`src/buf_uart_pkg.sv`:
```
// ----------------------------------------------------------------------------
// buf_uart_pkg
// Shared types and constants of the buffered UART FIFO front end.
// ----------------------------------------------------------------------------
package buf_uart_pkg;

  localparam int unsigned FifoDepthDefault = 16;

  typedef enum logic [2:0] {
    CMD_RX_BYTE = 3'd0,
    CMD_TX_SLOT = 3'd1,
    CMD_PUT     = 3'd2,
    CMD_GET     = 3'd3,
    CMD_STATUS  = 3'd4
  } cmd_e;

  // Per-word result flags handed from the control unit to the output pipeline.
  typedef struct packed {
    logic       byte_valid;
    logic       from_rx;
    logic       accepted;
    logic [2:0] error_status;
    logic       in_ready;
    logic       out_ready;
    logic       tx_irq_enable;
  } res_t;

endpackage

```
`src/buf_uart_ram.sv`:
```
// ----------------------------------------------------------------------------
// buf_uart_ram
// Byte-wide FIFO storage: one write port, one registered read port.
// ----------------------------------------------------------------------------
module buf_uart_ram #(
  parameter int unsigned FIFO_DEPTH = buf_uart_pkg::FifoDepthDefault,
  localparam int unsigned AW = $clog2(FIFO_DEPTH)
) (
  input  logic          clk_i,
  input  logic          we_i,
  input  logic [AW-1:0] waddr_i,
  input  logic [7:0]    wdata_i,
  input  logic          re_i,
  input  logic [AW-1:0] raddr_i,
  output logic [7:0]    rdata_o
);

  logic [7:0] mem [FIFO_DEPTH];
  logic [7:0] rdata_q;

  always_ff @(posedge clk_i) begin
    if (we_i) begin
      mem[waddr_i] <= wdata_i;
    end
  end

  // Hold the read data until the next read.
  always_ff @(posedge clk_i) begin
    if (re_i) begin
      rdata_q <= mem[raddr_i];
    end
  end

  assign rdata_o = rdata_q;

endmodule

```
`src/buf_uart_ctrl.sv`:
```
// ----------------------------------------------------------------------------
// buf_uart_ctrl
// Pointers, counts, error register and transmit interrupt flag; issues the
// FIFO memory reads and writes that each accepted word calls for.
// ----------------------------------------------------------------------------
module buf_uart_ctrl #(
  parameter int unsigned FIFO_DEPTH = buf_uart_pkg::FifoDepthDefault,
  localparam int unsigned AW = $clog2(FIFO_DEPTH),
  localparam int unsigned CW = $clog2(FIFO_DEPTH + 1)
) (
  input  logic                clk_i,
  input  logic                rst_ni,
  input  logic                step_i,
  input  buf_uart_pkg::cmd_e  cmd_i,
  input  logic                rx_overrun_i,
  input  logic                rx_framing_i,
  output logic                rx_we_o,
  output logic [AW-1:0]       rx_waddr_o,
  output logic                rx_re_o,
  output logic [AW-1:0]       rx_raddr_o,
  output logic                tx_we_o,
  output logic [AW-1:0]       tx_waddr_o,
  output logic                tx_re_o,
  output logic [AW-1:0]       tx_raddr_o,
  output buf_uart_pkg::res_t  res_o
);

  localparam logic [AW-1:0] LastPtr = AW'(FIFO_DEPTH - 1);
  localparam logic [CW-1:0] FullCnt = CW'(FIFO_DEPTH);

  logic [AW-1:0] rx_head_q, rx_head_d, rx_tail_q, rx_tail_d;
  logic [AW-1:0] tx_head_q, tx_head_d, tx_tail_q, tx_tail_d;
  logic [CW-1:0] rx_count_q, rx_count_d, tx_count_q, tx_count_d;
  logic [2:0]    err_q, err_d;
  logic          flag_q, flag_d;

  function automatic logic [AW-1:0] wrap_next(input logic [AW-1:0] p);
    return (p == LastPtr) ? '0 : AW'(p + 1'b1);
  endfunction

  always_comb begin
    rx_head_d  = rx_head_q;
    rx_tail_d  = rx_tail_q;
    rx_count_d = rx_count_q;
    tx_head_d  = tx_head_q;
    tx_tail_d  = tx_tail_q;
    tx_count_d = tx_count_q;
    err_d      = err_q;
    flag_d     = flag_q;
    rx_we_o    = 1'b0;
    rx_re_o    = 1'b0;
    tx_we_o    = 1'b0;
    tx_re_o    = 1'b0;
    res_o      = '0;
    if (step_i) begin
      case (cmd_i)
        buf_uart_pkg::CMD_RX_BYTE: begin
          err_d = {rx_framing_i, rx_overrun_i, 1'b0};
          if (rx_count_q == FullCnt) begin
            err_d[0] = 1'b1;  // drop the byte, flag overflow
          end else begin
            rx_we_o        = 1'b1;
            rx_tail_d      = wrap_next(rx_tail_q);
            rx_count_d     = CW'(rx_count_q + 1'b1);
            res_o.accepted = 1'b1;
          end
        end
        buf_uart_pkg::CMD_TX_SLOT: begin
          if (flag_q) begin
            if (tx_count_q == '0) begin
              flag_d = 1'b0;
            end else begin
              tx_re_o          = 1'b1;
              tx_head_d        = wrap_next(tx_head_q);
              tx_count_d       = CW'(tx_count_q - 1'b1);
              res_o.byte_valid = 1'b1;
            end
          end
        end
        buf_uart_pkg::CMD_PUT: begin
          if (tx_count_q != FullCnt) begin
            tx_we_o        = 1'b1;
            tx_tail_d      = wrap_next(tx_tail_q);
            tx_count_d     = CW'(tx_count_q + 1'b1);
            flag_d         = 1'b1;
            res_o.accepted = 1'b1;
          end
        end
        buf_uart_pkg::CMD_GET: begin
          if (rx_count_q != '0) begin
            rx_re_o          = 1'b1;
            rx_head_d        = wrap_next(rx_head_q);
            rx_count_d       = CW'(rx_count_q - 1'b1);
            res_o.byte_valid = 1'b1;
            res_o.from_rx    = 1'b1;
          end
        end
        buf_uart_pkg::CMD_STATUS: begin
          res_o.error_status = err_q;
          err_d              = '0;
        end
        default: begin
        end
      endcase
    end
    res_o.in_ready      = (rx_count_d != '0);
    res_o.out_ready     = (tx_count_d != FullCnt);
    res_o.tx_irq_enable = flag_d;
  end

  assign rx_waddr_o = rx_tail_q;
  assign rx_raddr_o = rx_head_q;
  assign tx_waddr_o = tx_tail_q;
  assign tx_raddr_o = tx_head_q;

  always_ff @(posedge clk_i or negedge rst_ni) begin
    if (!rst_ni) begin
      rx_head_q  <= '0;
      rx_tail_q  <= '0;
      rx_count_q <= '0;
      tx_head_q  <= '0;
      tx_tail_q  <= '0;
      tx_count_q <= '0;
      err_q      <= '0;
      flag_q     <= 1'b0;
    end else begin
      rx_head_q  <= rx_head_d;
      rx_tail_q  <= rx_tail_d;
      rx_count_q <= rx_count_d;
      tx_head_q  <= tx_head_d;
      tx_tail_q  <= tx_tail_d;
      tx_count_q <= tx_count_d;
      err_q      <= err_d;
      flag_q     <= flag_d;
    end
  end

  a_count_bound: assert property (@(posedge clk_i) disable iff (!rst_ni)
    (rx_count_q <= FullCnt) && (tx_count_q <= FullCnt))
    else $error("FIFO count beyond depth");

  a_rx_empty_ptrs: assert property (@(posedge clk_i) disable iff (!rst_ni)
    (rx_count_q == '0) |-> (rx_head_q == rx_tail_q))
    else $error("rx FIFO empty but pointers differ");

  a_tx_full_ptrs: assert property (@(posedge clk_i) disable iff (!rst_ni)
    (tx_count_q == FullCnt) |-> (tx_head_q == tx_tail_q))
    else $error("tx FIFO full but pointers differ");

  a_idle_hold: assert property (@(posedge clk_i) disable iff (!rst_ni)
    !step_i |=> $stable(rx_count_q) && $stable(tx_count_q) && $stable(flag_q))
    else $error("state changed without an accepted word");

endmodule

```
`src/buffered_uart_fifo_front_end.sv`:
```
// ----------------------------------------------------------------------------
// buffered_uart_fifo_front_end
// One-channel UART host front end: receive and transmit byte FIFOs in
// synchronous RAM, error register and transmit interrupt enable flag.
// ----------------------------------------------------------------------------
// Pipeline: an accepted word's RAM read and flags register into the read stage,
//   then into the output register when free or drained. One word per cycle
//   unless res_stall_i backs up; each word touches at most one FIFO RAM port.
// Reset: pointers, counts, error bits, flag and pipeline valids clear at once;
//   FIFO RAM contents are undefined until written, and no clearing pass runs.
module buffered_uart_fifo_front_end #(
  parameter int unsigned FIFO_DEPTH = buf_uart_pkg::FifoDepthDefault
) (
  input  logic       clk_i,
  input  logic       rst_ni,
  input  logic       in_valid_i,
  output logic       in_stall_o,
  input  logic [2:0] cmd_i,
  input  logic [7:0] data_byte_i,
  input  logic       rx_overrun_i,
  input  logic       rx_framing_i,
  output logic       res_valid_o,
  input  logic       res_stall_i,
  output logic [7:0] out_byte_o,
  output logic       out_valid_o,
  output logic       accepted_o,
  output logic [2:0] error_status_o,
  output logic       in_ready_o,
  output logic       out_ready_o,
  output logic       tx_irq_enable_o
);

  localparam int unsigned AW = $clog2(FIFO_DEPTH);

  buf_uart_pkg::cmd_e cmd;
  buf_uart_pkg::res_t res;
  buf_uart_pkg::res_t s1_res_q;
  buf_uart_pkg::res_t o_res_q;
  logic               s1_valid_q;
  logic               o_valid_q;
  logic [7:0]         o_byte_q;
  logic               step;
  logic               s1_adv;
  logic               rx_we, rx_re, tx_we, tx_re;
  logic [AW-1:0]      rx_waddr, rx_raddr, tx_waddr, tx_raddr;
  logic [7:0]         rx_rdata, tx_rdata;

  assign cmd = buf_uart_pkg::cmd_e'(cmd_i);

  // Advance the read stage whenever the output register is free or drained.
  assign s1_adv     = s1_valid_q && (!o_valid_q || !res_stall_i);
  assign in_stall_o = s1_valid_q && !s1_adv;
  assign step       = in_valid_i && !in_stall_o;

  buf_uart_ctrl #(
    .FIFO_DEPTH (FIFO_DEPTH)
  ) u_ctrl (
    .clk_i        (clk_i),
    .rst_ni       (rst_ni),
    .step_i       (step),
    .cmd_i        (cmd),
    .rx_overrun_i (rx_overrun_i),
    .rx_framing_i (rx_framing_i),
    .rx_we_o      (rx_we),
    .rx_waddr_o   (rx_waddr),
    .rx_re_o      (rx_re),
    .rx_raddr_o   (rx_raddr),
    .tx_we_o      (tx_we),
    .tx_waddr_o   (tx_waddr),
    .tx_re_o      (tx_re),
    .tx_raddr_o   (tx_raddr),
    .res_o        (res)
  );

  buf_uart_ram #(
    .FIFO_DEPTH (FIFO_DEPTH)
  ) u_rx_ram (
    .clk_i   (clk_i),
    .we_i    (rx_we),
    .waddr_i (rx_waddr),
    .wdata_i (data_byte_i),
    .re_i    (rx_re),
    .raddr_i (rx_raddr),
    .rdata_o (rx_rdata)
  );

  buf_uart_ram #(
    .FIFO_DEPTH (FIFO_DEPTH)
  ) u_tx_ram (
    .clk_i   (clk_i),
    .we_i    (tx_we),
    .waddr_i (tx_waddr),
    .wdata_i (data_byte_i),
    .re_i    (tx_re),
    .raddr_i (tx_raddr),
    .rdata_o (tx_rdata)
  );

  always_ff @(posedge clk_i or negedge rst_ni) begin
    if (!rst_ni) begin
      s1_valid_q <= 1'b0;
      o_valid_q  <= 1'b0;
    end else begin
      if (step) begin
        s1_valid_q <= 1'b1;
      end else if (s1_adv) begin
        s1_valid_q <= 1'b0;
      end
      if (s1_adv) begin
        o_valid_q <= 1'b1;
      end else if (!res_stall_i) begin
        o_valid_q <= 1'b0;
      end
    end
  end

  always_ff @(posedge clk_i) begin
    if (step) begin
      s1_res_q <= res;
    end
    if (s1_adv) begin
      o_res_q <= s1_res_q;
      if (!s1_res_q.byte_valid) begin
        o_byte_q <= '0;
      end else if (s1_res_q.from_rx) begin
        o_byte_q <= rx_rdata;
      end else begin
        o_byte_q <= tx_rdata;
      end
    end
  end

  assign res_valid_o     = o_valid_q;
  assign out_byte_o      = o_byte_q;
  assign out_valid_o     = o_res_q.byte_valid;
  assign accepted_o      = o_res_q.accepted;
  assign error_status_o  = o_res_q.error_status;
  assign in_ready_o      = o_res_q.in_ready;
  assign out_ready_o     = o_res_q.out_ready;
  assign tx_irq_enable_o = o_res_q.tx_irq_enable;

endmodule

```
`config.mk`:
```
export PLATFORM = sky130hd
export DESIGN_NAME = buffered_uart_fifo_front_end
export DESIGN_NICKNAME = d
export VERILOG_FILES = /design/src/buf_uart_pkg.sv /design/src/buf_uart_ram.sv /design/src/buf_uart_ctrl.sv /design/src/buffered_uart_fifo_front_end.sv
export SDC_FILE = /design/constraint.sdc
export NUM_CORES = 1
export LEC_CHECK = 0
export BUFFER_PORTS_ARGS = -buffer_cell sky130_fd_sc_hd__buf_2
export CORE_MARGIN = 10
export CORE_UTILIZATION = 33
export DETAILED_ROUTE_END_ITERATION = 12
export PLACE_DENSITY_LB_ADDON = 0.15
export SLEW_MARGIN = 25
export SYNTH_ARGS = -nofsm -noshare
export SYNTH_HDL_FRONTEND = slang
export SYNTH_SLANG_ARGS = --single-unit
```
`constraint.sdc`:
```
create_clock -name clk_i -period 3.5 [get_ports clk_i]
set_input_delay 0.35 -clock clk_i [delete_from_list [all_inputs] [get_ports clk_i]]
set_output_delay 0.35 -clock clk_i [all_outputs]
set_load 0.01 [all_outputs]
```
; ---- Word-level counts from Yosys, hierarchy flattened
; Memory sizes are Yosys's and may differ from the RTL's. A register that Yosys moved wholly into a read port is not among the register bits.
; Cells that the tools add are included.
[classes]
n_addsub = 8
eq_ne = 12
n_mux = 43
bitwise_logic = 2
n_reduce_logical = 19
[op_table]
columns = op, count
row1 = 5-bit two-way mux, 7
row2 = 1-bit two-way mux, 24
row3 = 5-bit one-hot mux with 2 select lines, 2
row4 = 4-bit by 1-bit adder with 4-bit output (second input constant), 4
row5 = 4-bit equality test (second input constant), 4
row6 = 4-bit two-way mux, 4
row7 = 5-bit by 1-bit adder with 5-bit output (second input constant), 2
row8 = 5-bit inequality test (second input constant), 2
row9 = 5-bit nonzero test, 2
row10 = 5-bit by 1-bit subtractor with 5-bit output (second input constant), 2
row11 = 3-bit AND reduction, 3
row12 = 8-bit two-way mux, 1
row13 = 3-bit by 2-bit equality test with 1-bit output (second input constant), 2
row14 = 1-bit one-hot mux with 2 select lines, 3
row15 = 3-bit one-hot mux with 2 select lines, 1
row16 = 5-bit equality test (second input constant), 1
row17 = 5-bit logical NOT, 1
row18 = 1-bit logical NOT, 4
row19 = 4-bit AND reduction, 1
row20 = 2-bit nonzero test, 2
row21 = 3-bit by 1-bit equality test with 1-bit output (second input constant), 1
row22 = 3-bit equality test (second input constant), 1
row23 = 1-bit logical AND, 3
row24 = 3-bit logical NOT, 1
row25 = other kinds (5), 6
[totals]
register_bits = 57
mem_bits_rw = 256
inputBits = 17
output_inout_bits = 18
elab_cells = 110
n_memories = 2
[memory_table]
columns = name, depth, word_bits, rd, rd_clocked_by_memory_dff, write_ports, line
row1 = u_rx_ram.mem, 16, 8, 1, 1, 1, buf_uart_ram.sv:18  ; logic [7:0] mem [FIFO_DEPTH];
row2 = u_tx_ram.mem, 16, 8, 1, 1, 1, buf_uart_ram.sv:18

; ---- Logic depth before layout (Yosys ltp)
; Gate-level depths: netlist of the first run.
[logic_depth]
ltp_word = 10
mapped_depth = 9
ltp_nobuf = 8

; ---- Hierarchy
; From an unflattened synthesis of the first run, not the netlist that was laid out.
[unflattened]
hier_cells = 717
hier_area_um2 = 13404.1
[by_module_without_submodules]
columns = mod, n_inst, cells_per_inst, area_each_um2, seq_area_each_um2
row1 = buf_uart_ram, 2, 229, 5227.5, 4083.9
row2 = buf_uart_ctrl, 1, 209, 1970.6, 750.7
row3 = buffered_uart_fifo_front_end, 1, 50, 978.4, 800.8

; ---- Least setup slack after synthesis of the first run
; No wires, ideal clock.
[synth_path]
path_type = input to register
from = input port cmd_i[0]
to = memory u_tx_ram.mem[3][0] (enable)
setup_ps = 383
t_arrival_ps = 2155
required_ps = 3117
path_slack_ps = 962
cell_stages = 7
path_buffers = 3
path_cell_list = buf_4 > or3b_1 > clkbuf_1 > nor3_1 > buf_2 > nand2_1 > nor3_1
[synth_between]
elab_chain_cells = 5
[synth_rtl]
columns = element, line
row1 = from (decl), buffered_uart_fifo_front_end.sv:18  ; input logic [2:0] cmd_i,
row2 = 3-bit by 2-bit equality test with 1-bit output, buf_uart_ctrl.sv:56  ; case (cmd_i)
row3 = 1-bit two-way mux, buf_uart_ctrl.sv:56
row4 = 1-bit two-way mux, buf_uart_ctrl.sv:55  ; if (step_i) begin
row5 = 1-bit two-way mux, buf_uart_ram.sv:22  ; if (we_i) begin
row6 = 1-bit two-way mux (implied by the code), buf_uart_ram.sv:23  ; mem[waddr_i] <= wdata_i;
row7 = to (decl), buf_uart_ram.sv:18
; No other way between the ends.

; ---- Worst setup path in the final report of the first run
[layout_path]
from = register u_ctrl.rx_count_q[0]
to = memory u_rx_ram.mem[7][3] (enable)
[layout_between]
elab_chain_cells = 6
[layout_rtl]
columns = element, line
row1 = from (decl), buf_uart_ctrl.sv:33  ; logic [CW-1:0] rx_count_q, rx_count_d, tx_count_q, tx_count_d;
row2 = from (signal assigned), buf_uart_ctrl.sv:129  ; rx_count_q <= rx_count_d;
row3 = 5-bit equality test, buf_uart_ctrl.sv:59  ; if (rx_count_q == FullCnt) begin
row4 = 1-bit two-way mux, buf_uart_ctrl.sv:59
row5 = 1-bit two-way mux, buf_uart_ctrl.sv:56
row6 = 1-bit two-way mux, buf_uart_ctrl.sv:55
row7 = 1-bit two-way mux, buf_uart_ram.sv:22
row8 = 1-bit two-way mux (implied by the code), buf_uart_ram.sv:23
row9 = to (decl), buf_uart_ram.sv:18
; No other way between the ends.

==> impl_summary.log, run 1 <==
[metrics] run status: complete, no violations
[metrics] clock buffer count from CTS: 37
[metrics] share of the synthesized area in the top cell type: 0.667
[metrics] period utilization: 0.807
[metrics] final critical path time including I/O delays and setup: 2.82 ns
[metrics] initial antenna violation count: 0
[metrics] Synthesized Nets: 836
[metrics] Total Nets Final: 895
[metrics] routed wirelength normalized by instance count: 21.8 µm
[metrics] signed area change from the synthesized netlist to the final layout: 15.1%
[metrics] final number of setup-violating endpoints: 0
[metrics] sort of element at the start of the critical path: flip-flop
[metrics] detailed-route via count: 6996
[metrics] Warnings, synthesis: 0
[metrics] antenna cells: 0
[metrics] number of max-cap violations: 0
[metrics] Floorplan Core Area: 39900 µm²
[metrics] depth of the most critical reg-to-reg path: 8
[metrics] worst-case hold slack: 0.0640 ns
[metrics] number of nets with antenna violations after routing: 0
[metrics] fraction of the yosys area taken by sequential cells: 0.727
[metrics] Netlist Area Pre-Place: 13400 µm²
[metrics] Register-to-Register Setup Slack: 0.68 ns
[metrics] Worst Path Arrival: 3.01 ns
[metrics] routability congestion estimate: 0.793
[metrics] routed wire length: 30900 µm
[metrics] hold buffer count at CTS: 1
[metrics] Chip Width: 221 µm
[metrics] Gates resized, CTS repair: 0
[metrics] die extent in y: 221 µm
[metrics] register area: 9720 µm²
[metrics] Filler Cell Count: 3641
[metrics] via count of the first global-routing pass: 7038
[metrics] Post-CTS Setup Repair Bufs: 0
[metrics] cell count of the worst hold path: 2
[metrics] HP Start: in_valid_i
[metrics] proportion of layout cells with a drive suffix above 1: 0.189
[metrics] worst-path cell with the longest stage delay: and2_1
[metrics] global-route wire length before repair: 46400 µm
[metrics] transition time at the pin with the least slew margin: 0.911 ns
[metrics] number of placement rows: 73
[metrics] Clock H-tree levels: 2
[metrics] Final Max Tran Viols: 0
[metrics] Achievable Freq: 0.354 GHz
[metrics] overall track demand over capacity in global routing: 0.124
[metrics] multi-input combinational cell area: 3410 µm²
[metrics] buffers and inverters on the worst path: 1
[metrics] number of detailed-routing iterations run before antenna repair: 5
[metrics] synthesis-stage register bit count: 329
[metrics] cells taking the most area after synthesis: edfxtp_1, dfrtp_1, mux4_2, mux2i_1, o21ai_0
[metrics] Clock Root Buffer: clkbuf_16
[metrics] CTS sink cnt: 329
[metrics] unrepaired setup endpoints after global routing: no
[metrics] reg-to-reg startpoint: u_ctrl.rx_count_q[0]
[metrics] Largest stage delay, worst path: 0.42 ns
[metrics] type of the tightest min-delay check: in2reg
[metrics] clock skew: 0.0216 ns
[metrics] residual overflow from global routing: 0
[metrics] Pwr Density: 674 nW/µm²
[metrics] pin count of the biggest net entering global routing: 33
[metrics] static leakage power: 5.21 nW
[metrics] number of ports placed on the die boundary: 35
[metrics] Rel. slew slack: 0.393
[metrics] hold worst-path end: s1_valid_q
[metrics] register clock-pin slew on the reported worst setup and hold paths: 0.06 ns
[metrics] element type at the critical path end: flip-flop
[metrics] family with the most delay on the worst path: simple AND/OR/NAND/NOR gates
[metrics] peak supply drop: 0.000244 V
[metrics] worst-path cell chain: inv_1 -> ha_1 -> or3b_1 -> o21ai_2 -> nor2_1 -> and2_1 -> nor2b_1 -> and2_1
[metrics] buffer levels on the longest clock path: 3
[metrics] HPWL after detailed placement: 20000 µm
[metrics] hold violation count in the final report: 0
[metrics] gate count of the mapped netlist: 805
[metrics] Synth Area per Inst: 16.6 µm²
[metrics] latest clock arrival within the worst-skew pair: 0.53 ns
[metrics] number of DRC violations after detailed routing: 0
[metrics] DRC marker count from the first detailed-route iteration: 668
[metrics] distinct cell type count of the synthesized netlist: 54
[metrics] worst reg2reg endpoint: u_rx_ram.mem[7][3]
[metrics] drt via density: 4.94
[metrics] CTS tree: yes
[metrics] number of port buffers: 34
[metrics] most repeated library cell on the critical path: and2_1
[metrics] final sum of negative setup slack: 0 ns
[metrics] post-synth top area cell: edfxtp_1
[metrics] total die area: 49000 µm²
[metrics] data required time at the worst endpoint: 3.68 ns
[metrics] effective utilization at floorplan: 0.335
[metrics] Setup CP Type: reg2reg
[metrics] highest net fanout along the worst path: 8
## synth_stat cells, drive strengths merged
cell / number
nand3b: 1
o311ai: 2
inv: 14
and3: 11
nand3: 11
mux2: 14
nor4b: 1
o32a: 1
dfrtp: 32
or4: 2
or2: 1
a21boi: 1
o211ai: 3
a21oi: 21
xnor2: 8
a22oi: 18
nor2b: 14
buf: 20
a2111oi: 1
nand2: 58
a31oi: 3
nor3b: 1
o21ai: 49
nand4: 2
and3b: 1
edfxtp: 297
a22o: 1
nand2b: 9
and2: 12
mux2i: 63
o41ai: 4
or3: 3
a211o: 1
a21o: 1
o21a: 1
nor3: 7
a221oi: 16
clkbuf: 20
or3b: 4
o31ai: 3
and4bb: 1
nor2: 25
o22ai: 1
ha: 14
mux4: 32
## metal layers
metal / wire length [µm] / vias to the layer above / part of all wire / track usage
met5: 0 / - / 0 / 0
met4: 496 / 0 / 0.016 / 0.0330
met3: 1450 / 34 / 0.047 / 0.0253
met2: 13900 / 175 / 0.45 / 0.186
met1: 15000 / 3525 / 0.49 / 0.178
li1: - / 3262 / - / -
## kinds of logic (layout without fill, tap and decap cells)
logic type	count (synthesis)	in the layout	synth area share
AND/OR/NAND/NOR	164	164	0.0620
XOR/XNOR	8	8	0.00524
multiplexers	109	109	0.113
adder cells (fa/ha/maj)	14	14	0.0131
AO/OA/AOI/OAI	127	127	0.0619
buffers and inverters	54	140	0.0179
flip-flops	329	329	0.727
## state kept, by name (all words and copies together), names as in the netlist, 3 cells and up
name and count:
s1_res_q 9, u_rx_ram.mem 128, u_ctrl.tx_waddr_o 4, u_ctrl.rx_waddr_o 4, u_ctrl.tx_count_q 5, u_ctrl.tx_raddr_o 4, u_ctrl.rx_raddr_o 4, out_byte_o 8
u_ctrl.err_q 3, u_tx_ram.mem 128, u_ctrl.rx_count_q 5, error_status_o 3, u_rx_ram.rdata_o 8, u_tx_ram.rdata_o 8
## cell usage in the layout, fill, tap and decap left out, types with 18 or more instances in the layout
| master | Yosys | layout |
|---|---|---|
| a21oi_1 | 21 | 21 |
| o21ai_0 | 47 | 47 |
| buf_4 | 4 | 23 |
| edfxtp_1 | 297 | 297 |
| mux2i_1 | 63 | 63 |
| a22oi_1 | 18 | 18 |
| clkbuf_16 | 0 | 39 |
| nor2_1 | 25 | 23 |
| mux4_2 | 32 | 32 |
| buf_2 | 11 | 34 |
| dfrtp_1 | 32 | 30 |
| nand2_1 | 58 | 58 |
## worst register-to-register path, stage by stage, from the launching register on
cell and delay (ns):
dfrtp_1 0.37, inv_1 0.07, ha_1 0.23, or3b_1 0.32
o21ai_2 0.11, nor2_1 0.34, and2_1 0.26, nor2b_1 0.37
and2_1 0.42
## worst max-delay path by stage
stage	startpoint	to	slack, ns	cells after the start
floorplan	cmd_i[0]	u_tx_ram.mem[3][0]	0.96	7
global placement	u_ctrl.rx_count_q[0]	u_rx_ram.mem[5][7]	0.69	8
detailed placement	u_ctrl.rx_count_q[0]	u_rx_ram.mem[7][6]	0.67	8
CTS	u_ctrl.rx_count_q[0]	u_rx_ram.mem[7][6]	0.66	8
global route	u_ctrl.rx_count_q[0]	u_rx_ram.mem[7][4]	0.40	8
finish	u_ctrl.rx_count_q[0]	u_rx_ram.mem[7][3]	0.68	8
## where the power goes
| part | internal [mW] | switching [mW] |
|---|---|---|
| Combinational | 0.872 | 1.03 |
| Clock | 2.17 | 1.48 |
| Sequential | 4.50 | 0.324 |
## metrics by stage
step | instance area (µm²) | instances | power [mW] | util | worst slack (ns)
floorplan | 13400 | 805 | 6.14 | - | 0.962
global placement | 14200 | 1349 | 6.85 | 0.356 | 0.689
detailed placement | 14200 | 1349 | 6.83 | 0.356 | 0.673
CTS | 15400 | 1416 | 10.5 | 0.385 | 0.664
global route | 15400 | 1416 | 10.9 | 0.386 | 0.400
finish | 15400 | 1416 | 10.4 | 0.386 | 0.676
## layout make-up
class                           count  share of cell area
Sequential cell                   329               0.632
Multi-Input combinational cell    422               0.222
Clock buffer                       52              0.0685
Tap cell                          525              0.0427
Timing Repair Buffer               60              0.0255
Clock inverter                     14             0.00618
Inverter                           14             0.00341
No activity file was read; power rests on OpenSTA's default activity.
==> inputs of run 2 (changes only) <==
ABC_AREA = 1   (was not set)
clock period = 2.7 ns   (was 3.5 ns; I/O delays follow)
==> run 2 against run 1 <==
  * Fmax rose by 30%
  * Setup slack got worse by 0.15 ns
  * Largest cell class unchanged
  * First-iteration DRC count fell by 2.7%
  * Synthesized cell count rose by 42%
  * Count of clock-buffer cells in the layout fell by 7
  * Flip-flop and latch count did not move
  * Sequential power rose by 31%
  * Non-clock buffer count rose by 18
  * Clock power rose by 31%
  * Register-to-register slack got worse by 0.15 ns
  * Die area rose by 1.9%
  * Global-route usage rose by 1.5 points
==> impl_summary.log, run 2 <==
[metrics] via count of the first global-routing pass: 8615
[metrics] HPWL after detailed placement: 22000 µm
[metrics] total die area: 49900 µm²
[metrics] Clock H-tree levels: 2
[metrics] period utilization: 0.805
[metrics] register area: 9720 µm²
[metrics] number of DRC violations after detailed routing: 0
[metrics] peak supply drop: 0.000359 V
[metrics] Floorplan Core Area: 40800 µm²
[metrics] routability congestion estimate: 0.818
[metrics] cell area reported after detailed placement: 14600 µm²
[metrics] run status: complete, no violations
[metrics] Post-synth top cells: edfxtp_1, nor2_1, nand2_1
[metrics] Netlist Area Pre-Place: 13600 µm²
[metrics] type of the tightest min-delay check: in2reg
[metrics] post-route cell area: 15800 µm²
[metrics] Post-synth ARST share: 0.0973
[metrics] overall power of the completed layout: 15.2 mW
[metrics] number of detailed-routing iterations run before antenna repair: 5
[metrics] drt via density: 4.93
[metrics] Final Non-Filler Cells: 1776
[metrics] Setup CP Type: reg2reg
[metrics] CTS tree: yes
[metrics] antenna cells: 0
[metrics] CTS sink cnt: 329
[metrics] Synthesized Nets: 1178
[metrics] number of port buffers: 34
[metrics] Worst Path Arrival: 2.43 ns
[metrics] clock buffer count from CTS: 36
[metrics] pin count of the biggest net entering global routing: 58
[metrics] Clock Root Buffer: clkbuf_16
[metrics] hold violation count in the final report: 0
[metrics] overall track demand over capacity in global routing: 0.138
[metrics] Chip Width: 223 µm
[metrics] routed wire length: 34800 µm
[metrics] commonest cells after routing, fill and taps aside: edfxtp_1, nor2_1, nand2_1
[metrics] Rel. slew slack: 0.385
[metrics] Synth Area per Inst: 11.9 µm²
[metrics] unrepaired setup endpoints after global routing: no
[metrics] largest registers: u_rx_ram.mem (128), u_tx_ram.mem (128), s1_res_q (9)
[metrics] worst-path cell with the longest stage delay: dfrtp_1
[metrics] Achievable Freq: 0.460 GHz
[metrics] Post-Route Utilization: 0.386
[metrics] worst-case hold slack: 0.0227 ns
[metrics] worst-path cell chain: inv_1 -> nor2_1 -> nand2_1 -> o2111ai_1 -> o21ai_1
[metrics] final sum of negative setup slack: 0 ns
[metrics] cell count of the worst hold path: 3
[metrics] number of ports placed on the die boundary: 35
[metrics] Post-Place Setup Slack: 0.510 ns
[metrics] data required time at the worst endpoint: 2.96 ns
[metrics] multi-input combinational cell area: 3440 µm²
[metrics] cells taking the most area after synthesis: edfxtp_1, dfrtp_1, nor2_1, nand2_1, o21ai_0
[metrics] die extent in y: 223 µm
[metrics] element type at the critical path end: flip-flop
[metrics] depth of the most critical reg-to-reg path: 5
[metrics] register clock-pin slew on the reported worst setup and hold paths: 0.06 ns
[metrics] most numerous cell in the Yosys netlist: edfxtp_1
[metrics] DRC marker count from the first detailed-route iteration: 650
[metrics] final number of setup-violating endpoints: 0
[metrics] Filler Cell Count: 3925
[metrics] final critical path time including I/O delays and setup: 2.17 ns
[metrics] latest clock arrival within the worst-skew pair: 0.53 ns
[metrics] Total Nets Final: 1247
[metrics] Final Max Tran Viols: 0
[metrics] number of max-cap violations: 0
[metrics] Register-to-Register Setup Slack: 0.53 ns
[metrics] Warnings, synthesis: 0
[metrics] detailed-route via count: 8762
[metrics] highest net fanout along the worst path: 16
[metrics] gate count of the mapped netlist: 1147
[metrics] worst setup margin: 0.527 ns
[metrics] signed area change from the synthesized netlist to the final layout: 15.5%
[metrics] sort of element at the start of the critical path: flip-flop
[metrics] distinct cell type count of the synthesized netlist: 35
[metrics] global-route wire length before repair: 53300 µm
[metrics] Post-CTS Setup Repair Bufs: 0
[metrics] transition time at the pin with the least slew margin: 0.922 ns
[metrics] static leakage power: 5.65 nW
[metrics] fraction of the yosys area taken by sequential cells: 0.713
[metrics] synthesis-stage register bit count: 329
[metrics] share of the synthesized area in the top cell type: 0.654
[metrics] initial antenna violation count: 0
[metrics] buffer levels on the longest clock path: 3
[metrics] Largest stage delay, worst path: 0.61 ns
[metrics] Pwr Density: 966 nW/µm²
[metrics] routed wirelength normalized by instance count: 19.6 µm
[metrics] number of enable flip-flop cells after synthesis: 297
[metrics] number of placement rows: 74
[metrics] clock skew: 0.0216 ns
[metrics] dominant synthesized flop cell: edfxtp_1
[metrics] most common cell after layout, fill and taps aside: edfxtp_1
[metrics] post-synth top area cell: edfxtp_1
[metrics] effective utilization at floorplan: 0.334
[metrics] number of cells in the design after placement: 1707
[metrics] number of nets with antenna violations after routing: 0
[metrics] proportion of layout cells with a drive suffix above 1: 0.133
[metrics] residual overflow from global routing: 0
## run 2: layout make-up
class / count / area share
Clock buffer: 45 / 0.0613
Sequential cell: 329 / 0.617
Multi-Input combinational cell: 704 / 0.218
Timing Repair Buffer: 78 / 0.0330
Tap cell: 532 / 0.0423
Inverter: 67 / 0.0163
Clock inverter: 21 / 0.0114
## run 2: worst max-delay path, delay by kind of cell (launching register included)
kind	cells	cell delay, ns
compound gates	2	0.32
simple gates	2	0.57
flops	1	0.61
buf+inv	1	0.39
## run 2: worst paths after layout
kind                                       from                   end
max                        u_ctrl.tx_raddr_o[2]   u_tx_ram.rdata_o[5]
min                                rx_framing_i       u_ctrl.err_q[2]
max reg2reg                u_ctrl.tx_raddr_o[2]   u_tx_ram.rdata_o[5]
min reg2reg                         s1_res_q[6]            accepted_o
max in group asynchronous                rst_ni  u_ctrl.tx_raddr_o[0]
min in group asynchronous                rst_ni  u_ctrl.tx_raddr_o[1]
## run 2: layer usage
metal,track usage,vias up,wire length [µm]
li1,-,4192,-
met3,0.0294,36,2040
met2,0.210,233,15500
met4,0.0381,0,640
met5,0,-,0
met1,0.195,4301,16600
## run 2: power breakdown
part | internal, mW | total (mW) | switching (mW)
Sequential | 5.93 | 6.32 | 0.393
Combinational | 1.20 | 4.11 | 2.91
Clock | 2.83 | 4.79 | 1.96
Total | 9.96 | 15.2 | 5.26
## run 2: timing repair
action,in CTS,in global routing
endpoints found under the hold margin,34,0
hold buffers,3,0
resized for setup,0,0
## run 2: logic make-up after synthesis
logic type | Yosys count | synth area share
simple gates | 465 | 0.143
flops | 329 | 0.713
compound gates | 215 | 0.0895
buf+inv | 114 | 0.0353
fa+ha+maj | 14 | 0.0128
xor+xnor | 10 | 0.00642
